===== src/rtl/core/lsst_pkg.sv =====
// ----------------------------------------------------------------------------
// lsst_pkg: shared types and constants of the limit-switch stroke tracker.
// Holds the flag layout, stroke patterns, error codes, register map and the
// structs that travel between the tracker's modules.
// ----------------------------------------------------------------------------
`timescale 1ns / 1ps

package lsst_pkg;

    localparam int ANGLE_W = 9;
    localparam int SERVO_W = 8;
    localparam int FLAG_W  = 4;
    localparam int ERR_W   = 2;
    localparam int ADDR_W  = 4;
    localparam int DATA_W  = 32;

    localparam logic [ANGLE_W-1:0] ANGLE_LIMIT = 9'd360;

    // Bit positions inside the flag word.
    localparam int FLAG_LEFT_MOVING  = 0;
    localparam int FLAG_RIGHT_SIDE   = 1;
    localparam int FLAG_LEFT_SIDE    = 2;
    localparam int FLAG_RIGHT_MOVING = 3;

    // The six legal stroke positions.
    localparam logic [FLAG_W-1:0] PAT_RM_CENTER = 4'h8;
    localparam logic [FLAG_W-1:0] PAT_RM_RIGHT  = 4'hA;
    localparam logic [FLAG_W-1:0] PAT_RM_LEFT   = 4'hC;
    localparam logic [FLAG_W-1:0] PAT_LM_CENTER = 4'h1;
    localparam logic [FLAG_W-1:0] PAT_LM_RIGHT  = 4'h3;
    localparam logic [FLAG_W-1:0] PAT_LM_LEFT   = 4'h5;

    localparam logic [ERR_W-1:0] ERR_NONE         = 2'd0;
    localparam logic [ERR_W-1:0] ERR_BOTH_DIR     = 2'd1;
    localparam logic [ERR_W-1:0] ERR_NO_DIR       = 2'd2;
    localparam logic [ERR_W-1:0] ERR_BAD_LOCATION = 2'd3;

    // Register indexes, taken from paddr[3:2].
    localparam logic [1:0] REG_MAX_ANGLE   = 2'd0;
    localparam logic [1:0] REG_MIN_ANGLE   = 2'd1;
    localparam logic [1:0] REG_SLOW_OFFSET = 2'd2;
    localparam logic [1:0] REG_SERVO_ID    = 2'd3;

    typedef struct packed {
        logic [ANGLE_W-1:0] max_angle;
        logic [ANGLE_W-1:0] min_angle;
        logic [ANGLE_W-1:0] slow_offset;
        logic [SERVO_W-1:0] servo_id;
    } cfg_t;

    typedef struct packed {
        logic               goal_valid;
        logic [ANGLE_W-1:0] goal_angle;
        logic [ERR_W-1:0]   error_code;
        logic [FLAG_W-1:0]  flags;
    } step_result_t;

    // Saturates a 10-bit non-negative angle to the legal range.
    function automatic logic [ANGLE_W-1:0] clamp_angle(input logic [ANGLE_W:0] value);
        logic [ANGLE_W-1:0] result;
        if (value > {1'b0, ANGLE_LIMIT})
        begin
            result = ANGLE_LIMIT;
        end
        else
        begin
            result = value[ANGLE_W-1:0];
        end
        return result;
    endfunction

endpackage


===== src/rtl/core/lsst_regs.sv =====
// ----------------------------------------------------------------------------
// lsst_regs: configuration register file of the stroke tracker.
// APB-style write and read access to the angle and servo registers.
// ----------------------------------------------------------------------------
`timescale 1ns / 1ps

module lsst_regs
    import lsst_pkg::*;
(
    input  logic              clk,
    input  logic              rst_n,
    input  logic              psel,
    input  logic              penable,
    input  logic              pwrite,
    input  logic [ADDR_W-1:0] paddr,
    input  logic [DATA_W-1:0] pwdata,
    output logic [DATA_W-1:0] prdata,
    output logic              pready,
    output cfg_t              cfg
);

    logic [ANGLE_W-1:0] max_angle_reg;
    logic [ANGLE_W-1:0] min_angle_reg;
    logic [ANGLE_W-1:0] slow_offset_reg;
    logic [SERVO_W-1:0] servo_id_reg;
    logic               wr_en;
    logic [1:0]         reg_index;

    assign pready    = 1'b1;
    assign wr_en     = psel & penable & pwrite & pready;
    assign reg_index = paddr[3:2];

    always_ff @(posedge clk or negedge rst_n)
    begin
        if (!rst_n)
        begin
            max_angle_reg   <= 9'd270;
            min_angle_reg   <= 9'd90;
            slow_offset_reg <= 9'd20;
            servo_id_reg    <= 8'd1;
        end
        else if (wr_en)
        begin
            case (reg_index)
                REG_MAX_ANGLE:   max_angle_reg   <= pwdata[ANGLE_W-1:0];
                REG_MIN_ANGLE:   min_angle_reg   <= pwdata[ANGLE_W-1:0];
                REG_SLOW_OFFSET: slow_offset_reg <= pwdata[ANGLE_W-1:0];
                REG_SERVO_ID:    servo_id_reg    <= pwdata[SERVO_W-1:0];
                default:         ;
            endcase
        end
    end

    always_comb
    begin
        case (reg_index)
            REG_MAX_ANGLE:   prdata = {{(DATA_W-ANGLE_W){1'b0}}, max_angle_reg};
            REG_MIN_ANGLE:   prdata = {{(DATA_W-ANGLE_W){1'b0}}, min_angle_reg};
            REG_SLOW_OFFSET: prdata = {{(DATA_W-ANGLE_W){1'b0}}, slow_offset_reg};
            REG_SERVO_ID:    prdata = {{(DATA_W-SERVO_W){1'b0}}, servo_id_reg};
            default:         prdata = '0;
        endcase
    end

    assign cfg.max_angle   = max_angle_reg;
    assign cfg.min_angle   = min_angle_reg;
    assign cfg.slow_offset = slow_offset_reg;
    assign cfg.servo_id    = servo_id_reg;

endmodule


===== src/rtl/core/lsst_step.sv =====
// ----------------------------------------------------------------------------
// lsst_step: flag update and goal selection for one beat.
// Samples the switch pin that the current stroke position calls for and
// picks the saturated goal angle from the updated position.
// ----------------------------------------------------------------------------
`timescale 1ns / 1ps

module lsst_step
    import lsst_pkg::*;
(
    input  logic [FLAG_W-1:0] flags,
    input  logic              pin0,
    input  logic              pin2,
    input  logic              pin3,
    input  logic              pin4,
    input  cfg_t              cfg,
    output step_result_t      result
);

    logic [FLAG_W-1:0]  nf;
    logic [ERR_W-1:0]   err;
    logic [ANGLE_W:0]   end_minus;
    logic [ANGLE_W:0]   end_plus;

    always_comb
    begin
        nf  = flags;
        err = ERR_NONE;
        case (flags)
            PAT_RM_CENTER: nf[FLAG_RIGHT_SIDE] = pin2;
            PAT_RM_RIGHT:  nf = pin0 ? PAT_LM_RIGHT : flags;
            PAT_LM_RIGHT:  nf[FLAG_RIGHT_SIDE] = ~pin2;
            PAT_LM_CENTER: nf[FLAG_LEFT_SIDE] = pin3;
            PAT_LM_LEFT:   nf = pin4 ? PAT_RM_LEFT : flags;
            PAT_RM_LEFT:   nf[FLAG_LEFT_SIDE] = ~pin3;
            default:
            begin
                if (flags[FLAG_RIGHT_MOVING] && flags[FLAG_LEFT_MOVING])
                begin
                    err = ERR_BOTH_DIR;
                end
                else if (!flags[FLAG_RIGHT_MOVING] && !flags[FLAG_LEFT_MOVING])
                begin
                    err = ERR_NO_DIR;
                end
                else
                begin
                    err = ERR_BAD_LOCATION;
                end
            end
        endcase
    end

    // The pulled-back angle saturates at zero when the offset exceeds max.
    assign end_minus = (cfg.max_angle < cfg.slow_offset) ? '0
                     : {1'b0, cfg.max_angle} - {1'b0, cfg.slow_offset};
    assign end_plus  = {1'b0, cfg.min_angle} + {1'b0, cfg.slow_offset};

    always_comb
    begin
        result.goal_valid = 1'b1;
        result.error_code = err;
        result.flags      = nf;
        case (nf)
            PAT_RM_CENTER: result.goal_angle = clamp_angle({1'b0, cfg.max_angle});
            PAT_RM_RIGHT,
            PAT_RM_LEFT:   result.goal_angle = clamp_angle(end_minus);
            PAT_LM_CENTER: result.goal_angle = clamp_angle({1'b0, cfg.min_angle});
            PAT_LM_RIGHT,
            PAT_LM_LEFT:   result.goal_angle = clamp_angle(end_plus);
            default:
            begin
                result.goal_valid = 1'b0;
                result.goal_angle = '0;
            end
        endcase
    end

endmodule


===== src/rtl/core/limit_switch_stroke_tracker.sv =====
// ----------------------------------------------------------------------------
// limit_switch_stroke_tracker: follows a back-and-forth stroke from four
// limit-switch levels and issues a servo goal angle for every beat.
// Each input beat is taken into an input register, the flag update and goal
// selection run combinationally between it and the output register, and the
// result lands in the output register once that register is free, from
// where the output side takes it. One beat is accepted every cycle as long as
// the output side keeps up; the sustained rate of one beat per cycle is set
// by the loop through the stroke flag register. A stalled result holds the
// pipeline, and the input stalls only when both registers are full.
// Once the flags reach an illegal pattern they stay there and every result
// reports the matching error code with no goal until reset.
// ----------------------------------------------------------------------------
`timescale 1ns / 1ps

module limit_switch_stroke_tracker
    import lsst_pkg::*;
(
    input  logic               clk,
    input  logic               rst_n,
    // Input channel.
    input  logic               in_valid,
    output logic               in_stall,
    input  logic               pin0_level,
    input  logic               pin2_level,
    input  logic               pin3_level,
    input  logic               pin4_level,
    // Output channel.
    output logic               out_valid,
    input  logic               out_stall,
    output logic               goal_valid,
    output logic [ANGLE_W-1:0] goal_angle,
    output logic [SERVO_W-1:0] target_servo,
    output logic [ERR_W-1:0]   error_code,
    output logic [FLAG_W-1:0]  flag_pattern,
    // Configuration port.
    input  logic               psel,
    input  logic               penable,
    input  logic               pwrite,
    input  logic [ADDR_W-1:0]  paddr,
    input  logic [DATA_W-1:0]  pwdata,
    output logic [DATA_W-1:0]  prdata,
    output logic               pready
);

    cfg_t         cfg;
    step_result_t step_res;

    // Input register stage.
    logic s1_valid_reg;
    logic s1_valid_next;
    logic pin0_reg;
    logic pin2_reg;
    logic pin3_reg;
    logic pin4_reg;

    // Stroke state.
    logic [FLAG_W-1:0] flags_reg;

    // Output register stage.
    logic               out_valid_reg;
    logic               out_valid_next;
    logic               goal_valid_reg;
    logic [ANGLE_W-1:0] goal_angle_reg;
    logic [SERVO_W-1:0] target_servo_reg;
    logic [ERR_W-1:0]   error_code_reg;
    logic [FLAG_W-1:0]  flag_pattern_reg;

    logic in_accept;
    logic advance;
    logic s1_fire;

    lsst_regs u_regs
    (
        .clk     (clk),
        .rst_n   (rst_n),
        .psel    (psel),
        .penable (penable),
        .pwrite  (pwrite),
        .paddr   (paddr),
        .pwdata  (pwdata),
        .prdata  (prdata),
        .pready  (pready),
        .cfg     (cfg)
    );

    lsst_step u_step
    (
        .flags  (flags_reg),
        .pin0   (pin0_reg),
        .pin2   (pin2_reg),
        .pin3   (pin3_reg),
        .pin4   (pin4_reg),
        .cfg    (cfg),
        .result (step_res)
    );

    // The output register frees up whenever it is empty or being taken.
    assign advance   = !out_valid_reg || !out_stall;
    assign s1_fire   = s1_valid_reg && advance;
    assign in_stall  = s1_valid_reg && !advance;
    assign in_accept = in_valid && !in_stall;

    assign s1_valid_next  = in_accept || (s1_valid_reg && !advance);
    assign out_valid_next = s1_fire || (out_valid_reg && out_stall);

    always_ff @(posedge clk or negedge rst_n)
    begin
        if (!rst_n)
        begin
            s1_valid_reg  <= 1'b0;
            out_valid_reg <= 1'b0;
            flags_reg     <= PAT_RM_CENTER;
        end
        else
        begin
            s1_valid_reg  <= s1_valid_next;
            out_valid_reg <= out_valid_next;
            if (s1_fire)
            begin
                flags_reg <= step_res.flags;
            end
        end
    end

    always_ff @(posedge clk)
    begin
        if (in_accept)
        begin
            pin0_reg <= pin0_level;
            pin2_reg <= pin2_level;
            pin3_reg <= pin3_level;
            pin4_reg <= pin4_level;
        end
        if (s1_fire)
        begin
            goal_valid_reg   <= step_res.goal_valid;
            goal_angle_reg   <= step_res.goal_angle;
            target_servo_reg <= cfg.servo_id;
            error_code_reg   <= step_res.error_code;
            flag_pattern_reg <= step_res.flags;
        end
    end

    assign out_valid    = out_valid_reg;
    assign goal_valid   = goal_valid_reg;
    assign goal_angle   = goal_angle_reg;
    assign target_servo = target_servo_reg;
    assign error_code   = error_code_reg;
    assign flag_pattern = flag_pattern_reg;

    // An error result never carries a goal.
    assert property (@(posedge clk) disable iff (!rst_n)
        (out_valid_reg && (error_code_reg != ERR_NONE)) |-> !goal_valid_reg)
        else $error("error result carries a goal");

    // A delivered goal is always inside the legal angle range.
    assert property (@(posedge clk) disable iff (!rst_n)
        out_valid_reg |-> (goal_angle_reg <= ANGLE_LIMIT))
        else $error("goal angle above limit");

    // The stroke state always matches the flags of the last result produced.
    assert property (@(posedge clk) disable iff (!rst_n)
        s1_fire |=> (flags_reg == flag_pattern_reg))
        else $error("stroke flags out of step with result");

    // An error leaves the stroke flags untouched.
    assert property (@(posedge clk) disable iff (!rst_n)
        (s1_fire && (step_res.error_code != ERR_NONE)) |=> $stable(flags_reg))
        else $error("flags changed on an error beat");

endmodule

===== config.mk =====
export PLATFORM = sky130hd
export DESIGN_NAME = limit_switch_stroke_tracker
export DESIGN_NICKNAME = d
export VERILOG_FILES = /design/src/rtl/core/lsst_pkg.sv /design/src/rtl/core/lsst_regs.sv /design/src/rtl/core/lsst_step.sv /design/src/rtl/core/limit_switch_stroke_tracker.sv
export SDC_FILE = /design/constraint.sdc
export NUM_CORES = 1
export LEC_CHECK = 0
export BUFFER_PORTS_ARGS = -buffer_cell sky130_fd_sc_hd__buf_2
export CAP_MARGIN = 30
export CORE_ASPECT_RATIO = 1.2
export CORE_UTILIZATION = 49
export CTS_CLUSTER_SIZE = 30
export DETAILED_ROUTE_END_ITERATION = 10
export PLACE_DENSITY = 0.8
export SLEW_MARGIN = 15
export SYNTH_ARGS = -nofsm -noshare
export SYNTH_HDL_FRONTEND = slang
export SYNTH_SLANG_ARGS = --single-unit

===== constraint.sdc =====
create_clock -name clk -period 2.7 [get_ports clk]
set_input_delay 0.54 -clock clk [delete_from_list [all_inputs] [get_ports clk]]
set_output_delay 0.54 -clock clk [all_outputs]
set_load 0.005 [all_outputs]

* After elaboration in Yosys (flattened, before gate mapping)
Index checks and enable logic that the tools add are counted.
Operators by class: shift operators 0, multiply operators 0, reduce and logical (&&, ||, !) cells 25, $add $sub $neg 2, muxes and demuxes 16, eq/ne operators 15, order comparisons 5, divide/modulo/power cells 0, bitwise operators 4
Operators with widths (number):
- $pmux 32 s4 | 1
- $mux 9 | 4
- $pmux 9 s4 | 1
- $eq 4x4->1 const B | 6
- $gt 10x9->1 const B | 2
- $gt 9x9->1 const B | 2
- $reduce_or 6->1 | 2
- $add 9x9->10 | 1
- $mux 10 | 1
- $sub 9x9->10 | 1
- $lt 9x9->1 | 1
- $eq 4x1->1 const B | 2
- $eq 4x2->1 const B | 2
- $eq 4x3->1 const B | 2
- $mux 4 | 2
- $pmux 1 s4 | 2
- $reduce_and 2->1 | 4
- $reduce_or 7->1 | 1
- $logic_and 1x1->1 | 6
- $logic_not 1->1 | 6
- $eq 2x2->1 const B | 2
- $pmux 1 s2 | 2
- $reduce_or 2->1 | 2
- $logic_or 1x1->1 | 3
- other kinds (5) | 9
Word-level totals: flip-flop bits (word level) 69, memories kept 0, bits in latches 0, input port bits 47, memory bits (read-only) 0, logic and storage cells 84, output and inout port bits 59, bits in writable memories 0

* Longest topological paths before layout
Gate-level depths: netlist (run 1).
word-level depth 7, gate-level depth with buffers 10, gate-level depth less buffers 10

* Modules after synthesis
From an unflattened synthesis (run 1), not the netlist that was laid out.
Unflattened totals: cells, all modules 393, area, all modules 4521.8 µm²
Modules (own cells, without submodules):
- lsst_regs | cells each 116, seq. area each 889.6 µm², times used 1, area each 1838.0 µm²
- lsst_step | cells each 233, seq. area each 0.0 µm², times used 1, area each 1597.8 µm²
- limit_switch_stroke_tracker | cells each 44, seq. area each 992.2 µm², times used 1, area each 1086.0 µm²

* Worst setup path after synthesis (run 1)
OpenSTA, ideal clock, no wires.
kind register to register, from register u_regs.max_angle_reg[1], to register goal_angle_reg[0] (netlist: goal_angle[0]), data pin, path buffers 0, setup time 0.261 ns, data arrival time 2.481 ns, period minus slack after synthesis 2.742 ns, cell stages (with the launch flop) 10, setup slack -0.042 ns, required time 2.439 ns, cell sequence dfstp_2 -> inv_1 -> fa_1 -> nand2b_1 -> a211o_1 -> a31oi_2 -> mux2i_1 -> a31o_1 -> a21oi_1 -> a221o_1
RTL lines:
- start: declaration | RTL line lsst_regs.sv:22 | logic [ANGLE_W-1:0] max_angle_reg;
- start signal: assignment | RTL line lsst_regs.sv:45 | REG_MAX_ANGLE: max_angle_reg <= pwdata[ANGLE_W-1:0];
- end signal: assignment | RTL line limit_switch_stroke_tracker.sv:138 | goal_angle_reg <= step_res.goal_angle;
- end: declaration | RTL line limit_switch_stroke_tracker.sv:64 | logic [ANGLE_W-1:0] goal_angle_reg;

==> flow_metrics.env, run 1 <==
export IMPL_status="finished with violations"
export IMPL_failed_checks="negative setup slack"
export IMPL_timing_final_ws_setup_ns=-0.0308
export IMPL_synth_area_leaders="edfxtp_1, dfrtp_1, dfstp_2, mux2_2, ha_1"
export IMPL_grt_overflow=0
export IMPL_finalNetCount=547
export IMPL_worst_setup_path_type="flip-flop to flip-flop"
export IMPL_yosys_warnings=0
export IMPL_vdd_drop_max_mv=0.429
export IMPL_rsz0062_at_grt="yes"
export IMPL_drive_above_1_share_pct=40.0
export IMPL_antenna_found_initial=0
export IMPL_dieHeight_um=104
export IMPL_setup_violations_final=1
export IMPL_netlist_area_mm2=0.00425
export IMPL_ff2ff_path_depth=11
export IMPL_fp_dieW_um=87.1
export IMPL_fin_crit_sh_pct=101
export IMPL_area_delta_synth_final_pct=20.4
export IMPL_via_per_inst=5.52
export IMPL_synth_top_cell_area_share_pct=19.8
export IMPL_utilization_pct=61.8
export IMPL_grt_pass1_wl_um=15700
export IMPL_dr_pass1_iters=4
export IMPL_cts_buffers=9
export IMPL_synth_edf_count=28
export IMPL_clk_latency_ns=0.37
export IMPL_core_area_mm2=0.00829
export IMPL_cp_required_ns=2.81
export IMPL_rows=36
export IMPL_arrival_ns=2.84
export IMPL_ys_ff_latch=69
export IMPL_post_route_min_period_ns=2.73
export IMPL_cts_tree="built"
export IMPL_antenna_cells=0
export IMPL_worstReg2RegEnd="goal_angle[2]"
export IMPL_synth_top_area_cell="edfxtp_1"
export IMPL_dieArea_mm2=0.00906
export IMPL_cap_violations=0
export IMPL_reg2reg_slack_ns=-0.03
export IMPL_gp_congestion=0.899
export IMPL_synthArstFlopShare_pct=59.4
export IMPL_clock_fmax_mhz=366
export IMPL_placed_area_mm2=0.00477
export IMPL_design_area_mm2=0.00512
export IMPL_netlist_instances=385
export IMPL_io_buffer_count=56
export IMPL_grt_max_degree=42
export IMPL_clk_pin_slew_ns=0.08
export IMPL_yosysUniqueCellTypes=70
export IMPL_setup_tns_ns=-0.0308
export IMPL_hold_violations=0
export IMPL_cts_sinks=69
export IMPL_ctsHoldBuffers=0
export IMPL_htree_levels=3
export IMPL_start_util_pct=51.3
export IMPL_first_iter_violations=155
export IMPL_antenna_left=0
export IMPL_routed_wl_um=9720
export IMPL_synth_flop_cell="dfrtp_1"
export IMPL_drv_slew=0
export IMPL_grt_pass1_vias=3287
export IMPL_crit_path_max_fanout=4
export IMPL_io_pins=106
export IMPL_p_per_area_mw_per_mm2=1020
export IMPL_cts_buffer_depth=2
export IMPL_root_buffer="clkbuf_8"
export IMPL_p_leak_nw=2.24
export IMPL_syn_avg_cell_area_um2=11.0
export IMPL_drc_errors=0
export IMPL_num_vias=3307
export IMPL_fin_worst_skew_ns=0.0165
export IMPL_reg2reg_from="u_regs.slow_offset_reg[1]"
export IMPL_yosysSeqAreaShare_pct=44.2
export IMPL_grt_usage_pct=22.8
export IMPL_dp_hpwl_um=7350
export IMPL_hp_class="input pin to asynchronous set/reset pin"
export IMPL_wl_per_cell_um=16.2
export IMPL_cp_end_kind="flip-flop"
export IMPL_start_kind="flip-flop"
## metrics by stage
| stage | power [mW] | instances | worst slack (ns) | hold WS, ns |
|---|---|---|---|---|
| after floorplan | 3.37 | 407 | 0.0101 | 0.244 |
| final | 5.25 | 599 | -0.0308 | 0.0394 |
| after global routing | 5.60 | 599 | -0.201 | 0.0481 |
| after detailed placement | 4.16 | 576 | -0.218 | 0.455 |
| after CTS | 5.07 | 594 | -0.0728 | 0.328 |
| after global placement | 4.09 | 576 | -0.174 | 0.448 |
## where the power goes
group	switching, mW	internal, mW
combinational	1.43	1.30
sequential	0.210	1.48
clock	0.405	0.419
## timing repair
item                                    in CTS  in global routing
resized for setup                            9                 15
pin swaps                                   10                 19
buffers inserted                             2                  4
endpoints found under the setup margin       6                  9
## worst max-delay path: stages (launching register included)
cell and delay (ns):
dfrtp_2 0.43, buf_4 0.13, inv_1 0.05, ha_1 0.29
nand2b_1 0.09, a21oi_1 0.23, xor2_1 0.31, a21oi_1 0.13
o31ai_2 0.31, buf_4 0.17, a211oi_1 0.06, a211o_1 0.28
## cells in the mapped netlist, drive strengths merged, types with 5 or more instances
library cell  count
inv              18
buf              29
nand2b            5
nor2             17
nand2            35
dfstp            12
nand3            12
mux2             26
mux4              8
nor3              8
o21ai            24
nor3b             5
a22o              5
ha               18
dfrtp            29
nor2b             6
xor2              7
o211ai            6
edfxtp           28
a21oi            21
a211oi            5
## layout make-up
class	count	area (um^2)
clock buffer	9	124
fill	705	3160
multi-input combinational	286	2250
timing repair buffer	95	586
sequential	69	1880
inverter	19	71.3
tap	114	143
clock inverter	7	66.3
## routing by layer
metal / global-route usage [%] / vias up / wire (um)
met5: 0 / - / 0
met4: 10.4 / 0 / 243
met3: 4.44 / 19 / 388
met2: 36.3 / 105 / 4950
met1: 29.8 / 1621 / 4140
li1: - / 1562 / -
## placed cells by master (no fill, tap or decap), types with 12 or more instances in the layout
master     n
buf_2     56
buf_4     38
nand3_1   12
o21ai_0   20
conb_1    24
ha_1      14
mux2_2    26
dfstp_2   12
dfrtp_1   28
a21oi_1   17
nor2_1    15
edfxtp_1  28
inv_1     16
nand2_1   33
## logic make-up (layout without fill, tap and decap cells)
group                      count (synthesis)  count (layout)  synth area share [%]
AOI/OAI and AO/OA                         91              91                  15.5
xor gates and xnor gates                  11              11                  2.26
adders and majority gates                 20              20                  6.24
buffers and inverters                     52             130                  7.09
DFF                                       69              69                  44.2
muxes                                     36              36                  11.6
other                                      2              24                 0.177
and+or+nand+nor                          104             104                  12.9
## worst max-delay path by stage
stage / from / end / slack, ns / depth (start not counted)
after floorplan: u_regs.max_angle_reg[1] / goal_angle[0] / 0.01 / 9
after global placement: u_regs.slow_offset_reg[0] / goal_angle[4] / -0.17 / 9
after detailed placement: u_regs.slow_offset_reg[0] / goal_angle[0] / -0.22 / 9
after CTS: u_regs.slow_offset_reg[0] / goal_angle[0] / -0.07 / 9
after global routing: u_regs.slow_offset_reg[1] / goal_angle[2] / -0.20 / 11
final: u_regs.slow_offset_reg[1] / goal_angle[2] / -0.03 / 11
Note: power is estimated with default switching activity, not from simulation.
==> run 2: changes to the inputs <==
- CAP_MARGIN: 30 -> 20
- RECOVER_POWER: unset -> 50
==> run 2 against run 1 <==
Compared with the run above: die area stayed put; sequential power about the same; critical path type unchanged; the run ends with max-capacitance violations, max-slew violations, negative setup slack left; worst hold slack gained 0.31 ns.
==> flow_metrics.env, run 2 (synthesized netlist as in run 1, its figures left out) <==
export IMPL_p_sw_share_pct=39.1
export IMPL_min_delay_start="pin2_level"
export IMPL_root_buffer="clkbuf_8"
export IMPL_worst_setup_path_type="flip-flop to flip-flop"
export IMPL_fill_cells=707
export IMPL_multi_input_area_mm2=0.00225
export IMPL_grt_max_degree=42
export IMPL_clock_power_share_pct=15.7
export IMPL_hold_violations=0
export IMPL_cap_violations=1
export IMPL_pwr_share_seq_pct=32.3
export IMPL_crit_path_max_fanout=4
export IMPL_htree_levels=3
export IMPL_cp_required_ns=2.80
export IMPL_clk_latency_ns=0.37
export IMPL_via_per_inst=5.52
export IMPL_grt_pass1_vias=3287
export IMPL_cts_tree="built"
export IMPL_worstSetupStartpoint="u_regs.slow_offset_reg[1]"
export IMPL_combPwrFrac_pct=52.0
export IMPL_hp_class="input pin to flip-flop"
export IMPL_dr_pass1_iters=5
export IMPL_antenna_cells=0
export IMPL_io_pins=106
export IMPL_antenna_found_initial=0
export IMPL_fp_dieW_um=87.1
export IMPL_endpoint="goal_angle[2]"
export IMPL_drive_above_1_share_pct=38.4
export IMPL_reg2reg_slack_ns=-0.03
export IMPL_status="finished with violations"
export IMPL_num_vias=3302
export IMPL_worstReg2RegEnd="goal_angle[2]"
export IMPL_cts_buffers=9
export IMPL_setup_violations_final=2
export IMPL_timing_final_ws_setup_ns=-0.0330
export IMPL_start_util_pct=51.3
export IMPL_clk_pin_slew_ns=0.08
export IMPL_power_total_mw=5.24
export IMPL_reg2reg_from="u_regs.slow_offset_reg[1]"
export IMPL_gp_congestion=0.899
export IMPL_layout_commonest_cell="buf_2"
export IMPL_internal_power_mw=3.19
export IMPL_fin_crit_sh_pct=101
export IMPL_grt_pass1_wl_um=15700
export IMPL_core_area_mm2=0.00829
export IMPL_vdd_drop_max_mv=0.427
export IMPL_arrival_ns=2.84
export IMPL_ctsHoldBuffers=0
export IMPL_p_sw_mw=2.05
export IMPL_first_iter_violations=156
export IMPL_failed_checks="max-capacitance violations, max-slew violations, negative setup slack"
export IMPL_p_per_area_mw_per_mm2=1030
export IMPL_cts_sinks=69
export IMPL_post_route_min_period_ns=2.73
export IMPL_pre_cts_ws_ns=-0.218
export IMPL_drv_slew=42
export IMPL_finalNetCount=546
export IMPL_area_delta_synth_final_pct=19.7
export IMPL_cp_end_kind="flip-flop"
export IMPL_p_leak_nw=2.21
export IMPL_start_kind="flip-flop"
export IMPL_tightest_slew_ns=2.19
export IMPL_register_area_mm2=0.00188
export IMPL_final_cell_mix="buf_2, buf_4, nand2_1, edfxtp_1, dfrtp_1"
export IMPL_drc_errors=0
export IMPL_dieArea_mm2=0.00906
export IMPL_antenna_left=0
export IMPL_setup_tns_ns=-0.0405
export IMPL_ff2ff_path_depth=11
export IMPL_clock_fmax_mhz=366
export IMPL_io_buffer_count=56
export IMPL_dp_hpwl_um=7350
export IMPL_max_slew_margin_pct=-46.3
export IMPL_wl_per_cell_um=16.2
export IMPL_fin_worst_skew_ns=0.0178
export IMPL_rows=36
export IMPL_rsz0062_at_grt="yes"
export IMPL_grt_usage_pct=22.8
export IMPL_dieHeight_um=104
export IMPL_routed_wl_um=9680
export IMPL_cts_buffer_depth=2
export IMPL_grt_overflow=0
run 2: worst min-delay path by stage:
stage	endpoint	slack, ns	depth (start not counted)
6_report	pin2_reg	0.35	1
5_1_grt	pin2_reg	0.34	1
4_1_cts	u_regs.slow_offset_reg[7]	0.33	1
3_5_place_dp	target_servo[1]	0.46	0
3_3_place_gp	target_servo[1]	0.45	0
2_1_floorplan	flags_reg[0]	0.24	0
run 2: repair_timing:
| action | 4_1_cts | 5_1_grt |
|---|---|---|
| endpoints found under the setup margin | 6 | 9 |
| hold endpoints to repair | 0 | 0 |
| pin swaps | 10 | 19 |
| gates resized for setup | 9 | 15 |
| buffers inserted | 2 | 4 |
run 2: worst max-delay path: stages (launching register included):
cell      delay (ns)
dfrtp_2         0.43
buf_4           0.13
inv_1           0.05
ha_1            0.29
nand2b_1        0.09
a21oi_1         0.23
xor2_1          0.31
a21oi_1         0.13
o31ai_2         0.31
buf_4           0.17
a211oi_1        0.06
a211o_1         0.28
run 2: power by group through the flow:
stage	registers (mW)	clock network [mW]	logic [mW]
global placement	1.69	0	2.40
finish	1.69	0.822	2.72
detailed placement	1.70	0	2.46
CTS	1.69	0.836	2.55
global route	1.73	0.879	2.99
floorplan	1.67	0	1.71
run 2: final cells by class:
class | count | area share, %
Multi-Input combinational cell | 286 | 44.2
Sequential cell | 69 | 37.0
Timing Repair Buffer | 94 | 10.9
Tap cell | 114 | 2.80
Clock buffer | 9 | 2.43
Inverter | 19 | 1.40
Clock inverter | 7 | 1.30
run 2: metrics by stage:
step / instance area [um^2] / utilization, % / instances / hold slack (ns)
2_1_floorplan: 4340 / - / 407 / 0.244
3_3_place_gp: 4770 / 57.5 / 576 / 0.448
3_5_place_dp: 4770 / 57.5 / 576 / 0.455
4_1_cts: 5020 / 60.5 / 594 / 0.328
5_1_grt: 5090 / 61.4 / 598 / 0.338
6_report: 5090 / 61.4 / 598 / 0.348
run 2: per-layer routing:
metal	routed length, um	GRT usage, %
met2	4840	36.3
met1	4100	29.8
met5	0	0
met4	315	10.4
met3	425	4.44
